## config.mk

```make
export PLATFORM = sky130hd
export DESIGN_NAME = calendar_clock_counter
export DESIGN_NICKNAME = d
export VERILOG_FILES = /design/src/sv/calclk_pkg.sv /design/src/sv/calendar_clock_counter.sv
export SDC_FILE = /design/constraint.sdc
export NUM_CORES = 1
export LEC_CHECK = 0
export ABC_AREA = 1
export BUFFER_PORTS_ARGS = -buffer_cell sky130_fd_sc_hd__buf_2
export CAP_MARGIN = 20
export CELL_PAD_IN_SITES_DETAIL_PLACEMENT = 2
export CELL_PAD_IN_SITES_GLOBAL_PLACEMENT = 2
export CORE_UTILIZATION = 37
export CTS_BUF_LIST = sky130_fd_sc_hd__clkbuf_4
export DETAILED_ROUTE_END_ITERATION = 10
export PLACE_DENSITY_LB_ADDON = 0.1
export SETUP_SLACK_MARGIN = 0.1
export SYNTH_ARGS = -nofsm -noshare
export SYNTH_HDL_FRONTEND = slang
export SYNTH_SLANG_ARGS = --single-unit
export TNS_END_PERCENT = 50
```

## constraint.sdc

```tcl
create_clock -name clk -period 10 [get_ports clk]
set_input_delay 1 -clock clk [delete_from_list [all_inputs] [get_ports clk]]
set_output_delay 1 -clock clk [all_outputs]
set_load 0.005 [all_outputs]
```

## src/sv/calclk_pkg.sv

```systemverilog
// calendar clock package: request codes, register indexes, month lengths
// and the gregorian leap-year rule
// no dependencies
package calclk_pkg;

  // field widths
  localparam int SEC_W   = 6;
  localparam int MIN_W   = 6;
  localparam int HOUR_W  = 5;
  localparam int DAY_W   = 5;
  localparam int MONTH_W = 4;
  localparam int YEAR_W  = 12;
  localparam int H12_W   = 4;
  localparam int CFG_IDX_W  = 1;
  localparam int CFG_DATA_W = YEAR_W;

  // reset values
  localparam logic [YEAR_W-1:0]  YEAR_RESET     = 12'd1900;
  localparam logic [YEAR_W-1:0]  YEAR_MIN_RESET = 12'd1900;
  localparam logic [YEAR_W-1:0]  YEAR_MAX_RESET = 12'd2020;
  localparam logic [DAY_W-1:0]   DAY_RESET      = 5'd1;
  localparam logic [MONTH_W-1:0] MONTH_RESET    = 4'd1;

  // limits
  localparam logic [SEC_W-1:0]   SEC_LAST   = 6'd59;
  localparam logic [MIN_W-1:0]   MIN_LAST   = 6'd59;
  localparam logic [HOUR_W-1:0]  HOUR_LAST  = 5'd23;
  localparam logic [HOUR_W-1:0]  HOUR_NOON  = 5'd12;
  localparam logic [MONTH_W-1:0] MONTH_LAST = 4'd12;
  localparam logic [MONTH_W-1:0] MONTH_FEB  = 4'd2;
  localparam logic [DAY_W-1:0]   DAY_LEAP   = 5'd29;
  localparam logic [H12_W-1:0]   H12_TWELVE = 4'd12;

  // request kinds
  typedef enum logic [0:0] {
    REQ_TICK = 1'b0,
    REQ_SET  = 1'b1
  } req_t;

  // configuration register indexes
  localparam logic [CFG_IDX_W-1:0] REG_YEAR_MIN = 1'b0;
  localparam logic [CFG_IDX_W-1:0] REG_YEAR_MAX = 1'b1;

  // days per month, out-of-range month codes read as 31
  localparam logic [DAY_W-1:0] MONTH_LEN [16] = '{
    5'd31, 5'd31, 5'd28, 5'd31, 5'd30, 5'd31, 5'd30, 5'd31,
    5'd31, 5'd30, 5'd31, 5'd30, 5'd31, 5'd31, 5'd31, 5'd31
  };

  // reciprocal of 25 for a 12-bit year: floor(y * 1311 / 2^15) == y / 25
  localparam int RECIP_25_W     = 11;
  localparam int RECIP_25_SHIFT = 15;
  localparam logic [RECIP_25_W-1:0] RECIP_25 = 11'd1311;
  localparam int PROD_W = YEAR_W + RECIP_25_W;
  localparam int QUOT_W = PROD_W - RECIP_25_SHIFT;

  // leap when divisible by 4 and either not by 100 or also by 400;
  // by 100 is by 4 and by 25, by 400 is by 16 and by 25
  function automatic logic is_leap(input logic [YEAR_W-1:0] y);
    logic [PROD_W-1:0] prod;
    logic [QUOT_W-1:0] quot;
    logic [YEAR_W-1:0] back;
    logic              div25;
    prod  = PROD_W'(y) * PROD_W'(RECIP_25);
    quot  = prod[PROD_W-1:RECIP_25_SHIFT];
    // quot * 25 as shifts and adds
    back  = YEAR_W'({quot, 4'b0000}) + YEAR_W'({quot, 3'b000}) + YEAR_W'(quot);
    div25 = (back == y);
    return (y[1:0] == 2'b00) && (!div25 || (y[3:0] == 4'b0000));
  endfunction

  // length of a month, february stretched in leap years
  function automatic logic [DAY_W-1:0] days_in(input logic [MONTH_W-1:0] mon,
                                               input logic               leap);
    logic [DAY_W-1:0] n;
    n = MONTH_LEN[mon];
    if (mon == MONTH_FEB && leap) n = DAY_LEAP;
    return n;
  endfunction

endpackage

```

## src/sv/calendar_clock_counter.sv

```systemverilog
// calendar clock counter top level: time and date registers, tick carry,
// set checking and result register
// depends on calclk_pkg
//
// Real-time clock with a Gregorian calendar. Each request is either a
// one-second tick (req_type 0) or a set (req_type 1). A tick carries
// second into minute, hour, day, month and year, with month lengths and the
// leap rule of 4, 100 and 400; the year wraps from 4095 to 0. A set loads
// all six fields only if every one checks out (day against the new year's
// month length, year within year_min..year_max); otherwise the time is kept
// and set_error is raised for that result. Every request returns exactly one
// result, the time after it. A request is taken every cycle as long as the
// result side takes results: the time registers update in a single pass of
// carry and compare logic and double as the result register, so in_stall
// follows out_stall only while a result is held. The user must write
// year_min and year_max through the cfg port only while idle; not enforced.
module calendar_clock_counter (
  input  logic                             clk,
  input  logic                             rst,
  // configuration
  input  logic                             cfg_wr_en,
  input  logic [calclk_pkg::CFG_IDX_W-1:0]  cfg_index,
  input  logic [calclk_pkg::CFG_DATA_W-1:0] cfg_data,
  // request channel
  input  logic                             in_valid,
  output logic                             in_stall,
  input  logic                             req_type,
  input  logic [calclk_pkg::MONTH_W-1:0]    new_month,
  input  logic [calclk_pkg::DAY_W-1:0]      new_day,
  input  logic [calclk_pkg::YEAR_W-1:0]     new_year,
  input  logic [calclk_pkg::HOUR_W-1:0]     new_hour,
  input  logic [calclk_pkg::MIN_W-1:0]      new_minute,
  input  logic [calclk_pkg::SEC_W-1:0]      new_second,
  // result channel
  output logic                             out_valid,
  input  logic                             out_stall,
  output logic [calclk_pkg::SEC_W-1:0]      cur_second,
  output logic [calclk_pkg::MIN_W-1:0]      cur_minute,
  output logic [calclk_pkg::HOUR_W-1:0]     cur_hour,
  output logic [calclk_pkg::DAY_W-1:0]      cur_day,
  output logic [calclk_pkg::MONTH_W-1:0]    cur_month,
  output logic [calclk_pkg::YEAR_W-1:0]     cur_year,
  output logic [calclk_pkg::H12_W-1:0]      hour_twelve,
  output logic                             is_pm,
  output logic                             set_error
);
  import calclk_pkg::*;

  logic [YEAR_W-1:0]  year_min;
  logic [YEAR_W-1:0]  year_max;

  logic [SEC_W-1:0]   second_next;
  logic [MIN_W-1:0]   minute_next;
  logic [HOUR_W-1:0]  hour_next;
  logic [DAY_W-1:0]   day_next;
  logic [MONTH_W-1:0] month_next;
  logic [YEAR_W-1:0]  year_next;
  logic               error_next;
  logic [H12_W-1:0]   twelve_next;

  logic               accept;
  logic               leap_cur;
  logic               leap_new;
  logic               set_ok;
  logic               sec_wrap;
  logic               min_wrap;
  logic               hour_wrap;
  logic               day_wrap;
  logic               month_wrap;

  // a result that is held blocks the next request
  assign in_stall = out_valid && out_stall;
  assign accept   = in_valid && !in_stall;

  // configuration writes
  always_ff @(posedge clk) begin
    if (rst) begin
      year_min <= YEAR_MIN_RESET;
      year_max <= YEAR_MAX_RESET;
    end else if (cfg_wr_en) begin
      unique case (cfg_index)
        REG_YEAR_MIN: year_min <= cfg_data;
        REG_YEAR_MAX: year_max <= cfg_data;
        default:      ;
      endcase
    end
  end

  // tick carry chain
  assign leap_cur   = is_leap(cur_year);
  assign sec_wrap   = (cur_second >= SEC_LAST);
  assign min_wrap   = sec_wrap && (cur_minute >= MIN_LAST);
  assign hour_wrap  = min_wrap && (cur_hour >= HOUR_LAST);
  assign day_wrap   = hour_wrap && (cur_day >= days_in(cur_month, leap_cur));
  assign month_wrap = day_wrap && (cur_month >= MONTH_LAST);

  // set checks, february judged by the new year
  assign leap_new = is_leap(new_year);
  assign set_ok   = (new_month >= MONTH_RESET) && (new_month <= MONTH_LAST)
                 && (new_year >= year_min) && (new_year <= year_max)
                 && (new_day >= DAY_RESET) && (new_day <= days_in(new_month, leap_new))
                 && (new_hour <= HOUR_LAST) && (new_minute <= MIN_LAST)
                 && (new_second <= SEC_LAST);

  // next time and date
  always_comb begin
    second_next = cur_second;
    minute_next = cur_minute;
    hour_next   = cur_hour;
    day_next    = cur_day;
    month_next  = cur_month;
    year_next   = cur_year;
    error_next  = 1'b0;
    unique case (req_t'(req_type))
      REQ_TICK: begin
        second_next = sec_wrap  ? '0 : cur_second + SEC_W'(1);
        if (sec_wrap)  minute_next = min_wrap  ? '0 : cur_minute + MIN_W'(1);
        if (min_wrap)  hour_next   = hour_wrap ? '0 : cur_hour + HOUR_W'(1);
        if (hour_wrap) day_next    = day_wrap  ? DAY_RESET : cur_day + DAY_W'(1);
        if (day_wrap)  month_next  = month_wrap ? MONTH_RESET : cur_month + MONTH_W'(1);
        if (month_wrap) year_next  = cur_year + YEAR_W'(1);
      end
      REQ_SET: begin
        if (set_ok) begin
          second_next = new_second;
          minute_next = new_minute;
          hour_next   = new_hour;
          day_next    = new_day;
          month_next  = new_month;
          year_next   = new_year;
        end else begin
          error_next = 1'b1;
        end
      end
      default: ;
    endcase
  end

  // 12-hour view of the next hour
  always_comb begin
    if (hour_next == '0 || hour_next == HOUR_NOON) begin
      twelve_next = H12_TWELVE;
    end else if (hour_next > HOUR_NOON) begin
      twelve_next = H12_W'(hour_next - HOUR_NOON);
    end else begin
      twelve_next = H12_W'(hour_next);
    end
  end

  // time registers double as the result register
  always_ff @(posedge clk) begin
    if (rst) begin
      out_valid   <= 1'b0;
      cur_second  <= '0;
      cur_minute  <= '0;
      cur_hour    <= '0;
      cur_day     <= DAY_RESET;
      cur_month   <= MONTH_RESET;
      cur_year    <= YEAR_RESET;
      hour_twelve <= H12_TWELVE;
      is_pm       <= 1'b0;
      set_error   <= 1'b0;
    end else if (accept) begin
      out_valid   <= 1'b1;
      cur_second  <= second_next;
      cur_minute  <= minute_next;
      cur_hour    <= hour_next;
      cur_day     <= day_next;
      cur_month   <= month_next;
      cur_year    <= year_next;
      hour_twelve <= twelve_next;
      is_pm       <= (hour_next >= HOUR_NOON);
      set_error   <= error_next;
    end else if (!out_stall) begin
      out_valid   <= 1'b0;
    end
  end

  // time fields stay in range
  assert property (@(posedge clk) disable iff (rst)
    out_valid |-> (cur_second <= SEC_LAST) && (cur_minute <= MIN_LAST)
                  && (cur_hour <= HOUR_LAST) && (cur_day >= DAY_RESET)
                  && (cur_month >= MONTH_RESET) && (cur_month <= MONTH_LAST))
    else $error("time field out of range");

  // 12-hour view agrees with the 24-hour hour
  assert property (@(posedge clk) disable iff (rst)
    out_valid |-> (is_pm == (cur_hour >= HOUR_NOON))
                  && (hour_twelve >= 4'd1) && (hour_twelve <= H12_TWELVE))
    else $error("12-hour view inconsistent");

  // a tick never reports a set error
  assert property (@(posedge clk) disable iff (rst)
    accept && (req_type == REQ_TICK) |=> !set_error)
    else $error("set error on tick");

  // a rejected set keeps the time unchanged
  assert property (@(posedge clk) disable iff (rst)
    accept && (req_type == REQ_SET) && !set_ok |=>
      $stable(cur_second) && $stable(cur_minute) && $stable(cur_hour)
      && $stable(cur_day) && $stable(cur_month) && $stable(cur_year))
    else $error("rejected set changed the time");

  // every accepted request yields a result
  assert property (@(posedge clk) disable iff (rst)
    accept |=> out_valid)
    else $error("request lost");

endmodule

```

Word-level counts from Yosys, hierarchy flattened
Memory sizes are Yosys's and may differ from the RTL's.
Index checks and enable logic that the tools add are counted.
Widths: inputs -> output; s select.
{ "op_classes": {"n_bitwise": 4, "n_mux": 34, "n_reduce_logical": 36, "eq_ne": 11, "n_lt_le_gt_ge": 18, "n_addsub": 11, "multipliers": 2} }
{ "op_table": {"columns": ["op", "n"], "rows": [
  ["$mux 5", 12],
  ["$mul 12x11->23 const B", 2],
  ["$mux 6", 5],
  ["$add 12x11->12", 2],
  ["$add 12x8->12", 2],
  ["$eq 12x12->1", 2],
  ["$mux 12", 2],
  ["$pmux 12 s2", 1],
  ["$pmux 6 s2", 2],
  ["$mux 4", 5],
  ["$pmux 5 s2", 2],
  ["$logic_and 1x1->1", 18],
  ["$ge 5x5->1 const B", 3],
  ["$add 12x1->12 const B", 1],
  ["$add 6x1->6 const B", 2],
  ["$ge 12x12->1", 1],
  ["$ge 6x6->1 const B", 2],
  ["$le 12x12->1", 1],
  ["$le 6x6->1 const B", 2],
  ["$reduce_and 3->1", 4],
  ["$add 5x1->5 const B", 2],
  ["$not 4->5", 2],
  ["$eq 4x2->1 const B", 2],
  ["$logic_not 4->1", 2],
  ["other kinds (22)", 37]
]} }
{ "totals": {"n_memories": 2, "rom_bits": 160, "inputBits": 57, "word_cells": 130, "ff_bits": 69} }
{ "memory_table": {"columns": ["name", "words", "word_bits", "read_ports", "rd_ports_with_merged_regs", "wr", "line_no", "source"], "rows": [
  ["(no name shown)", 16, 5, 1, 0, 0, "calclk_pkg.sv:76", "n = MONTH_LEN[mon];"],
  ["(no name shown)", 16, 5, 1, 0, 0, "calclk_pkg.sv:76", null]
]} }

Depth between registers and ports, before layout
Gate-level depths: netlist of the first run.
{ "logic_depth": {"depth_word": 19, "mapped_depth": 63, "ltp_nobuf": 63} }

Worst setup path before layout of the first run
No wires, ideal clock.
{ "synth_path": {"path_kind": "in2reg", "startpoint": "input port new_year[8] (netlist name)", "endpoint": "register hour_twelve[3] (netlist name)", "cell_stages": 50, "slack_ns": 1.547, "t_arrival_ns": 8.338, "required_ns": 9.885, "cell_sequence": "fa_1 ha_1 inv_1 fa_1 inv_1 fa_1 inv_1 fa_1 inv_1 ha_1 a21oi_1 o21ai_0 a21oi_1 nand2_1 nand2_1 nand2_1 or2_2 and2_1 (+14 left out) nand2_1 nand4_1 nor2_1 nor2_4 nand3_4 nand2_1 nand3_1 nand2_2 inv_1 ha_1 nor2_1 nor2_1 nand2_1 nand2_1 inv_1 nand2_1 nand2_1 nand2_1"} }
{ "synth_between": {"elab_chain_cells": 19, "word_cells_on_any_way": 28, "cone_classes": "add/sub: 3; mul: 1; order compare: 4; eq/ne: 2; mux: 5; reduce/logical: 13"} }
{ "synth_rtl": {"columns": ["item", "line_no", "source"], "rows": [
  ["from (decl)", "calendar_clock_counter.sv:30", "input logic [calclk_pkg::YEAR_W-1:0] new_year,"],
  ["$mul 12x11->23", "calclk_pkg.sv:64", "prod = PROD_W'(y) * PROD_W'(RECIP_25);"],
  ["$add 12x11->12", "calclk_pkg.sv:67", "back = YEAR_W'({quot, 4'b0000}) + YEAR_W'({quot, 3'b000}) + YEAR_W'(quot);"],
  ["$add 12x8->12", "calclk_pkg.sv:67", null],
  ["$eq 12x12->1", "calclk_pkg.sv:68", "div25 = (back == y);"],
  ["$logic_not 1->1", "calclk_pkg.sv:69", "return (y[1:0] == 2'b00) && (!div25 || (y[3:0] == 4'b0000));"],
  ["$logic_or 1x1->1", "calclk_pkg.sv:69", null],
  ["$logic_and 1x1->1", "calclk_pkg.sv:69", null],
  ["$logic_and 1x1->1", "calclk_pkg.sv:77", "if (mon == MONTH_FEB && leap) n = DAY_LEAP;"],
  ["(+3 left out)", null, null],
  ["$logic_and 1x1->1 (*) (2 in series)", "calendar_clock_counter.sv:102", "&& (new_hour <= HOUR_LAST) && (new_minute <= MIN_LAST)"],
  ["$logic_and 1x1->1 (*)", "calendar_clock_counter.sv:103", "&& (new_second <= SEC_LAST);"],
  ["$mux 5 (*)", "calendar_clock_counter.sv:124", "if (set_ok) begin"],
  ["$pmux 5 s2 (*)", "calendar_clock_counter.sv:114", "unique case (req_t'(req_type))"],
  ["net hour_next[2]", "calendar_clock_counter.sv:54", "logic [HOUR_W-1:0] hour_next;"],
  ["$sub 4x4->4, or another cell as far along", "calendar_clock_counter.sv:144", "twelve_next = H12_W'(hour_next - HOUR_NOON);"],
  ["$mux 4 / $logic_or 1x1->1 (equally long branches)", "calendar_clock_counter.sv:143, calendar_clock_counter.sv:141", null],
  ["$mux 4 (*)", "calendar_clock_counter.sv:141", "if (hour_next == '0 || hour_next == HOUR_NOON) begin"],
  ["to (signal assigned)", "calendar_clock_counter.sv:171", "hour_twelve <= twelve_next;"],
  ["to (decl)", "calendar_clock_counter.sv:43", "output logic [calclk_pkg::H12_W-1:0] hour_twelve,"]
]} }
Mark *: on every way through the listed nets, which the timed path passes. The rest lies on a longest branch.
A chain may end at the register's enable or synchronous reset.

Worst setup path after layout of the first run
Same ends and word-level chain as after synthesis.

==> impl_metrics.ini, run 1 <==
[die]
die-height_um = 175
chipWidth_um = 175
floorplan.core_area_um2 = 29600
rows = 63
initial_core_util_pct = 37.5
design.portCount = 103
die_area_um2 = 30700

[yosys]
synthAdderAreaFrac_pct = 43.5
synth_area_per_cell_um2 = 7.68
synth_nets = 1835
number_of_enable_flip_flop_cells_after_synthesis = 0
yosys_most_used_dff = sky130_fd_sc_hd__dfxtp_1
syn-instance-count = 1448
async_reset_ff_share_pct = 0
area_fraction_in_compound_gates_after_synthesis_pct = 11.8
synth_cell_type_count = 44
synth_top_family_by_area = adder cells
synth-seq-area-share_pct = 12.4
synth_simple_gate_area_share_pct = 16.4
muxShareOfSynthArea_pct = 0
synth.cell_area_um2 = 11100
total_of_warnings_raised_by_yosys = 0
synth_xor_xnor_area_share_pct = 3.67
postSynthRegisterBits = 69

[grt]
overflow = 0
number_of_antenna_violations_at_the_first_check_in_global_routing = 0
grt_pass1_vias = 11000
wire_length_of_the_first_global_routing_pass_mm = 56.8
grt_max_degree = 47
grt.total_usage_pct = 23.6

[sta]
timing.final.setup_violations = 0
fmax_mhz = 109
max_slew_violations = 0
worst_slew_margin_rel_pct = 27.2
timing.final.crit_share_pct = 91.7
period_minus_slack_ns = 9.17
setup_skew_after_layout_ns = 0.0175
final.setup.worst_slack_ns = 0.825
fin_worst_hold_slack_ns = 0.472
final-hold-violation-count = 0
max_slew.worst_pin.slew_ns = 1.09

[detailed_routing]
dr.first_iter.drc_count = 264
viasPerCell = 5.06
drt_pre_antenna_iters = 4
routed-via-count = 9917
routed_wire_length_per_instance_um = 18.0
drc_errors = 0
finalWirelength_mm = 35.3
detail-route-antenna-nets = 0

[cts]
cts_root_buffer = sky130_fd_sc_hd__clkbuf_4
tritoncts = built
clk_path_buf_depth = 2
clk_pin_slew_ns = 0.13
tritoncts.num_buffers = 9
htreeDepth = 3
cts-hold-fix-buffers = 0
clock-sinks = 69
insertion_delay_ns = 0.47

[critical_path]
timing.critical_path.arrival_ns = 9.54
startpoint_type = input pin
setup.worst_path.class = input pin to flop
end_kind = flop
critical_path.max_fanout = 9
crit_path_top_delay_cell = sky130_fd_sc_hd__fa_1
critical_path_required_ns = 10.37
critPathMostFrequentCell = sky130_fd_sc_hd__nand2_1
critical_path.max_stage_delay_ns = 0.53

[placed_design]
hpwlAfterDp_mm = 29.8
dpl_worst_slack_ns = 0.247
detailed_place.area_um2 = 12200
buffer_ports.inserted = 102
gp_congestion = 0.825

[power]
pwr_density_cell_nw_per_um2 = 354
irDropWorstVdd_mv = 0.261
leakage_nw = 6.82

[min_path]
hold_path.class = flop to flop

[final_layout]
final_design_area_no_fill_um2 = 12400
diodes = 0
final_layout_size_suffix_gt1_share_pct = 11.1
finish.utilization_pct = 41.7
fin_nets = 1952
fillerInstances = 3590
most-common-layout-cells = 330 x sky130_fd_sc_hd__inv_1, 239 x sky130_fd_sc_hd__nand2_1, 236 x sky130_fd_sc_hd__ha_1, 99 x sky130_fd_sc_hd__buf_2, 95 x sky130_fd_sc_hd__a21oi_1
synthToLayoutAreaGrowth_pct = 11.1
most_common_cell_after_layout_fill_and_taps_aside = sky130_fd_sc_hd__inv_1

[outcome]
run_status = finished clean

[run]
cap_violations = 0
[cell type report]
class / instances / area, um^2 / share of cell area, %
Clock buffer: 11 / 82.6 / 0.668
Clock inverter: 5 / 51.3 / 0.415
Inverter: 338 / 1280 / 10.4
Multi-Input combinational cell: 1022 / 8380 / 67.8
Sequential cell: 69 / 1380 / 11.2
Tap cell: 390 / 488 / 3.95
Timing Repair Buffer: 125 / 691 / 5.59
[cell usage after synthesis (8+ instances only)]
| master | count | area, um^2 |
|---|---|---|
| sky130_fd_sc_hd__inv_1 | 333 | 1250 |
| sky130_fd_sc_hd__nand2_1 | 240 | 901 |
| sky130_fd_sc_hd__ha_1 | 236 | 2950 |
| sky130_fd_sc_hd__a21oi_1 | 95 | 475 |
| sky130_fd_sc_hd__fa_1 | 94 | 1880 |
| sky130_fd_sc_hd__nor2_1 | 73 | 274 |
| sky130_fd_sc_hd__dfxtp_1 | 69 | 1380 |
| sky130_fd_sc_hd__o21ai_0 | 65 | 325 |
| sky130_fd_sc_hd__nand3_1 | 59 | 295 |
| sky130_fd_sc_hd__o211ai_1 | 25 | 188 |
| sky130_fd_sc_hd__xor2_1 | 23 | 201 |
| sky130_fd_sc_hd__xnor2_1 | 21 | 184 |
| sky130_fd_sc_hd__nand4_1 | 16 | 100 |
| sky130_fd_sc_hd__clkbuf_1 | 14 | 52.6 |
| sky130_fd_sc_hd__a211oi_2 | 8 | 100 |
[kinds of logic after synthesis]
kind of cell             after synthesis
AND/OR/NAND/NOR                      420
buffers and inverters                357
adder cells (fa/ha/maj)              330
AO/OA/AOI/OAI                        227
flip-flops                            69
XOR/XNOR                              45
[metrics by stage]
step	total power, W	instances	setup TNS (ns)
global route	0.00499	1960	-0.143
global placement	0.00397	1939	0
floorplan	0.00319	1448	0
detailed placement	0.00417	1939	0
finish	0.00438	1960	0
CTS	0.00441	1955	0
[per-layer routing]
layer,track usage (%),vias up,share of wire [%]
li1,-,4856,-
met1,28.8,4942,44
met2,44.2,91,52
met3,2.77,28,1.9
met4,4.42,0,1.4
met5,0,-,0
[worst max-delay path, delay by kind of cell]
family / cells / cell delay [ns]
buffers and inverters: 9 / 0.73
adders and majority gates: 11 / 4.21
AOI/OAI and AO/OA: 5 / 0.87
xor gates and xnor gates: 1 / 0.15
and+or+nand+nor: 27 / 2.57
[repair_timing]
item / in CTS / in global routing
gates resized for setup: 0 / 7
endpoints found under the setup margin: 0 / 2
setup buffers: 0 / 5
[power breakdown]
part	internal, W	switching [W]	total [W]
logic	0.00154	0.00232	0.00387
clock network	0.0000802	0.000117	0.000197
registers	0.000293	0.0000214	0.000315
[path summary, 6_finish.rpt]
| path | startpoint | to | slack [ns] | depth (start not counted) |
|---|---|---|---|---|
| min | year_min[7]$_SDFFE_PP0P_ | year_min[7]$_SDFFE_PP0P_ | 0.47 | 2 |
| max | new_year[8] | hour_twelve[3]$_SDFFE_PP1P_ | 0.83 | 53 |
| min reg2reg | year_min[7]$_SDFFE_PP0P_ | year_min[7]$_SDFFE_PP0P_ | 0.47 | 2 |
| max reg2reg | cur_year[1]$_SDFFE_PP0P_ | cur_year[0]$_SDFFE_PP0P_ | 0.89 | 47 |
[flip-flops by register name, summed over array words and instances (netlist names)]
name / flops
year_max: 12
cur_year: 12
cur_hour: 5
hour_twelve: 4
cur_day: 5
cur_month: 4
set_error: 1
out_valid: 1
cur_minute: 6
is_pm: 1
cur_second: 6
year_min: 12
(Power assumes the default switching activity.)
==> run 2: changes to the inputs <==
- clock period: 10 -> 9.5 ns (I/O delays scaled with it)
==> impl_metrics.ini, run 2 (same netlist as run 1, synthesis figures left out) <==
[detailed_routing]
routed-via-count = 9972
dr.first_iter.drc_count = 273
viasPerCell = 5.06
drt_pre_antenna_iters = 4
finalWirelength_mm = 35.1
drc_errors = 0
detail-route-antenna-nets = 0
routed_wire_length_per_instance_um = 17.8

[power]
pwr-share-comb_pct = 88.1
seq_power_share_pct = 7.0
irDropWorstVdd_mv = 0.272
power.share.switching_pct = 55.5
post_layout_total_power_w = 0.00473
p_int_w = 0.00210
leakage_nw = 6.89
pwr_density_cell_nw_per_um2 = 377
pwr-share-clk_pct = 4.9
power.switching_w = 0.00262

[sta]
period_minus_slack_ns = 8.89
unrepaired_setup_endpoints_after_global_routing = false
max_slew.worst_pin.slew_ns = 0.996
final-hold-violation-count = 0
fin_worst_hold_slack_ns = 0.471
fmax_mhz = 112
timing.final.crit_share_pct = 93.6
setup_skew_after_layout_ns = 0.0238
max_slew_violations = 0
worst_slew_margin_rel_pct = 33.3
final.setup.worst_slack_ns = 0.608
timing.final.setup_violations = 0

[grt]
overflow = 0
grt.total_usage_pct = 23.4
number_of_antenna_violations_at_the_first_check_in_global_routing = 1
wire_length_of_the_first_global_routing_pass_mm = 57.1
grt_max_degree = 48
grt_pass1_vias = 11200

[die]
rows = 63
die-height_um = 175
die_area_um2 = 30700
chipWidth_um = 175
floorplan.core_area_um2 = 29600
initial_core_util_pct = 37.5
design.portCount = 103

[final_layout]
final_design_area_no_fill_um2 = 12500
fin_nets = 1964
fillerInstances = 3539
finish.utilization_pct = 42.3
most_common_cell_after_layout_fill_and_taps_aside = sky130_fd_sc_hd__inv_1
final_layout_size_suffix_gt1_share_pct = 13.1
largest_registers = cur_year x12, year_max x12, year_min x12
most-common-layout-cells = 328 x sky130_fd_sc_hd__inv_1, 238 x sky130_fd_sc_hd__nand2_1, 235 x sky130_fd_sc_hd__ha_1, 99 x sky130_fd_sc_hd__buf_2, 93 x sky130_fd_sc_hd__fa_1
synthToLayoutAreaGrowth_pct = 12.7

[placed_design]
dpl_worst_slack_ns = -0.110
buffer_ports.inserted = 102
hpwlAfterDp_mm = 29.8
detailed_place.area_um2 = 12200
gp_congestion = 0.802

[outcome]
run_status = finished clean

[critical_path]
timing.critical_path.buf_inv = 8
crit_path_top_delay_cell = sky130_fd_sc_hd__fa_1
r2r-end = cur_year[4]$_SDFFE_PP0P_
reg2reg_from = cur_year[3]$_SDFFE_PP1P_
timing.critical_path.arrival_ns = 9.26
startpoint_type = input pin
critical_path.max_fanout = 9
setup.worst_path.class = input pin to flop
reg2reg_depth = 48
critical_path.max_stage_delay_ns = 0.54
critPathMostFrequentCell = sky130_fd_sc_hd__nand2_1
timing.critical_path.depth = 56
end_kind = flop
regToRegSetupSlack_ns = 0.88
largest_delay_share_family_worst_path = adder cells
setup.worst_path.end = hour_twelve[3]$_SDFFE_PP1P_
critical_path.startpoint = new_year[8]
critical_path_required_ns = 9.87

[cts]
tritoncts.num_buffers = 9
clk_pin_slew_ns = 0.14
insertion_delay_ns = 0.46
clock-sinks = 69
htreeDepth = 3
cts-hold-fix-buffers = 0
tritoncts = built
cts_root_buffer = sky130_fd_sc_hd__clkbuf_4
clk_path_buf_depth = 2

[run]
cap_violations = 0

[min_path]
hold_path.class = flop to flop
## run 2: changes by cell type in the layout (fill, tap and decap cells not counted), sizes merged
cell | previous run | this run
buf | 122 | 135
clkinvlp | 4 | 6
clkbuf | 14 | 11
bufinv | 1 | 2
diode | 0 | 1
inv | 334 | 333
clkinv | 4 | 3
## run 2: what timing repair did
| action | CTS | global route |
|---|---|---|
| resized for setup | 0 | 29 |
| endpoints found under the setup margin | 0 | 22 |
| buffers inserted | 0 | 6 |
## run 2: metal layers
metal | global-route usage, % | vias to the layer above | share of wire (%) | wire length (um)
met3 | 2.23 | 41 | 1.7 | 608
met1 | 28.2 | 4935 | 44 | 15400
li1 | - | 4888 | - | -
met4 | 5.87 | 0 | 2.2 | 768
met5 | 0 | - | 0 | 0
met2 | 44.2 | 108 | 52 | 18300
## run 2: worst min-delay path by stage
stage | from | to | slack (ns) | depth (start not counted)
after CTS | year_max[3]$_SDFFE_PP0P_ | year_max[3]$_SDFFE_PP0P_ | 0.48 | 2
after detailed placement | year_max[3]$_SDFFE_PP0P_ | year_max[3]$_SDFFE_PP0P_ | 0.46 | 2
after global routing | year_min[1]$_SDFFE_PP0P_ | year_min[1]$_SDFFE_PP0P_ | 0.50 | 2
after floorplan | year_max[1]$_SDFFE_PP0P_ | year_max[1]$_SDFFE_PP0P_ | 0.43 | 2
final | year_max[3]$_SDFFE_PP0P_ | year_max[3]$_SDFFE_PP0P_ | 0.47 | 2
after global placement | year_max[3]$_SDFFE_PP0P_ | year_max[3]$_SDFFE_PP0P_ | 0.45 | 2
## run 2: power by group through the flow
stage / Combinational, W / Sequential [W] / Clock (W)
after global routing: 0.00483 / 0.000333 / 0.000248
final: 0.00416 / 0.000330 / 0.000231
after global placement: 0.00383 / 0.000335 / 0
after CTS: 0.00410 / 0.000330 / 0.000243
after detailed placement: 0.00408 / 0.000336 / 0
after floorplan: 0.00302 / 0.000336 / 0
## run 2: cell type report
class	instances	area [um^2]	area share [%]
inverters	338	1290	10.3
multi-input cells	1022	8430	67.2
repair buffers	137	781	6.23
diodes	1	2.50	0.0200
clock buffers	9	67.6	0.539
well taps	390	488	3.89
flip-flops and latches	69	1390	11.1
clock inverters	6	88.8	0.709
## run 2: through the flow
stage | cells | setup TNS, ns
global route | 1972 | 0
floorplan | 1448 | 0
detailed placement | 1950 | -0.198
global placement | 1950 | 0
CTS | 1965 | 0
finish | 1972 | 0
## run 2: worst min-delay path, cell delays in order, from the launching register on
cell and delay (ns):
sky130_fd_sc_hd__dfxtp_1 0.33, sky130_fd_sc_hd__inv_1 0.06, sky130_fd_sc_hd__a21oi_1 0.06
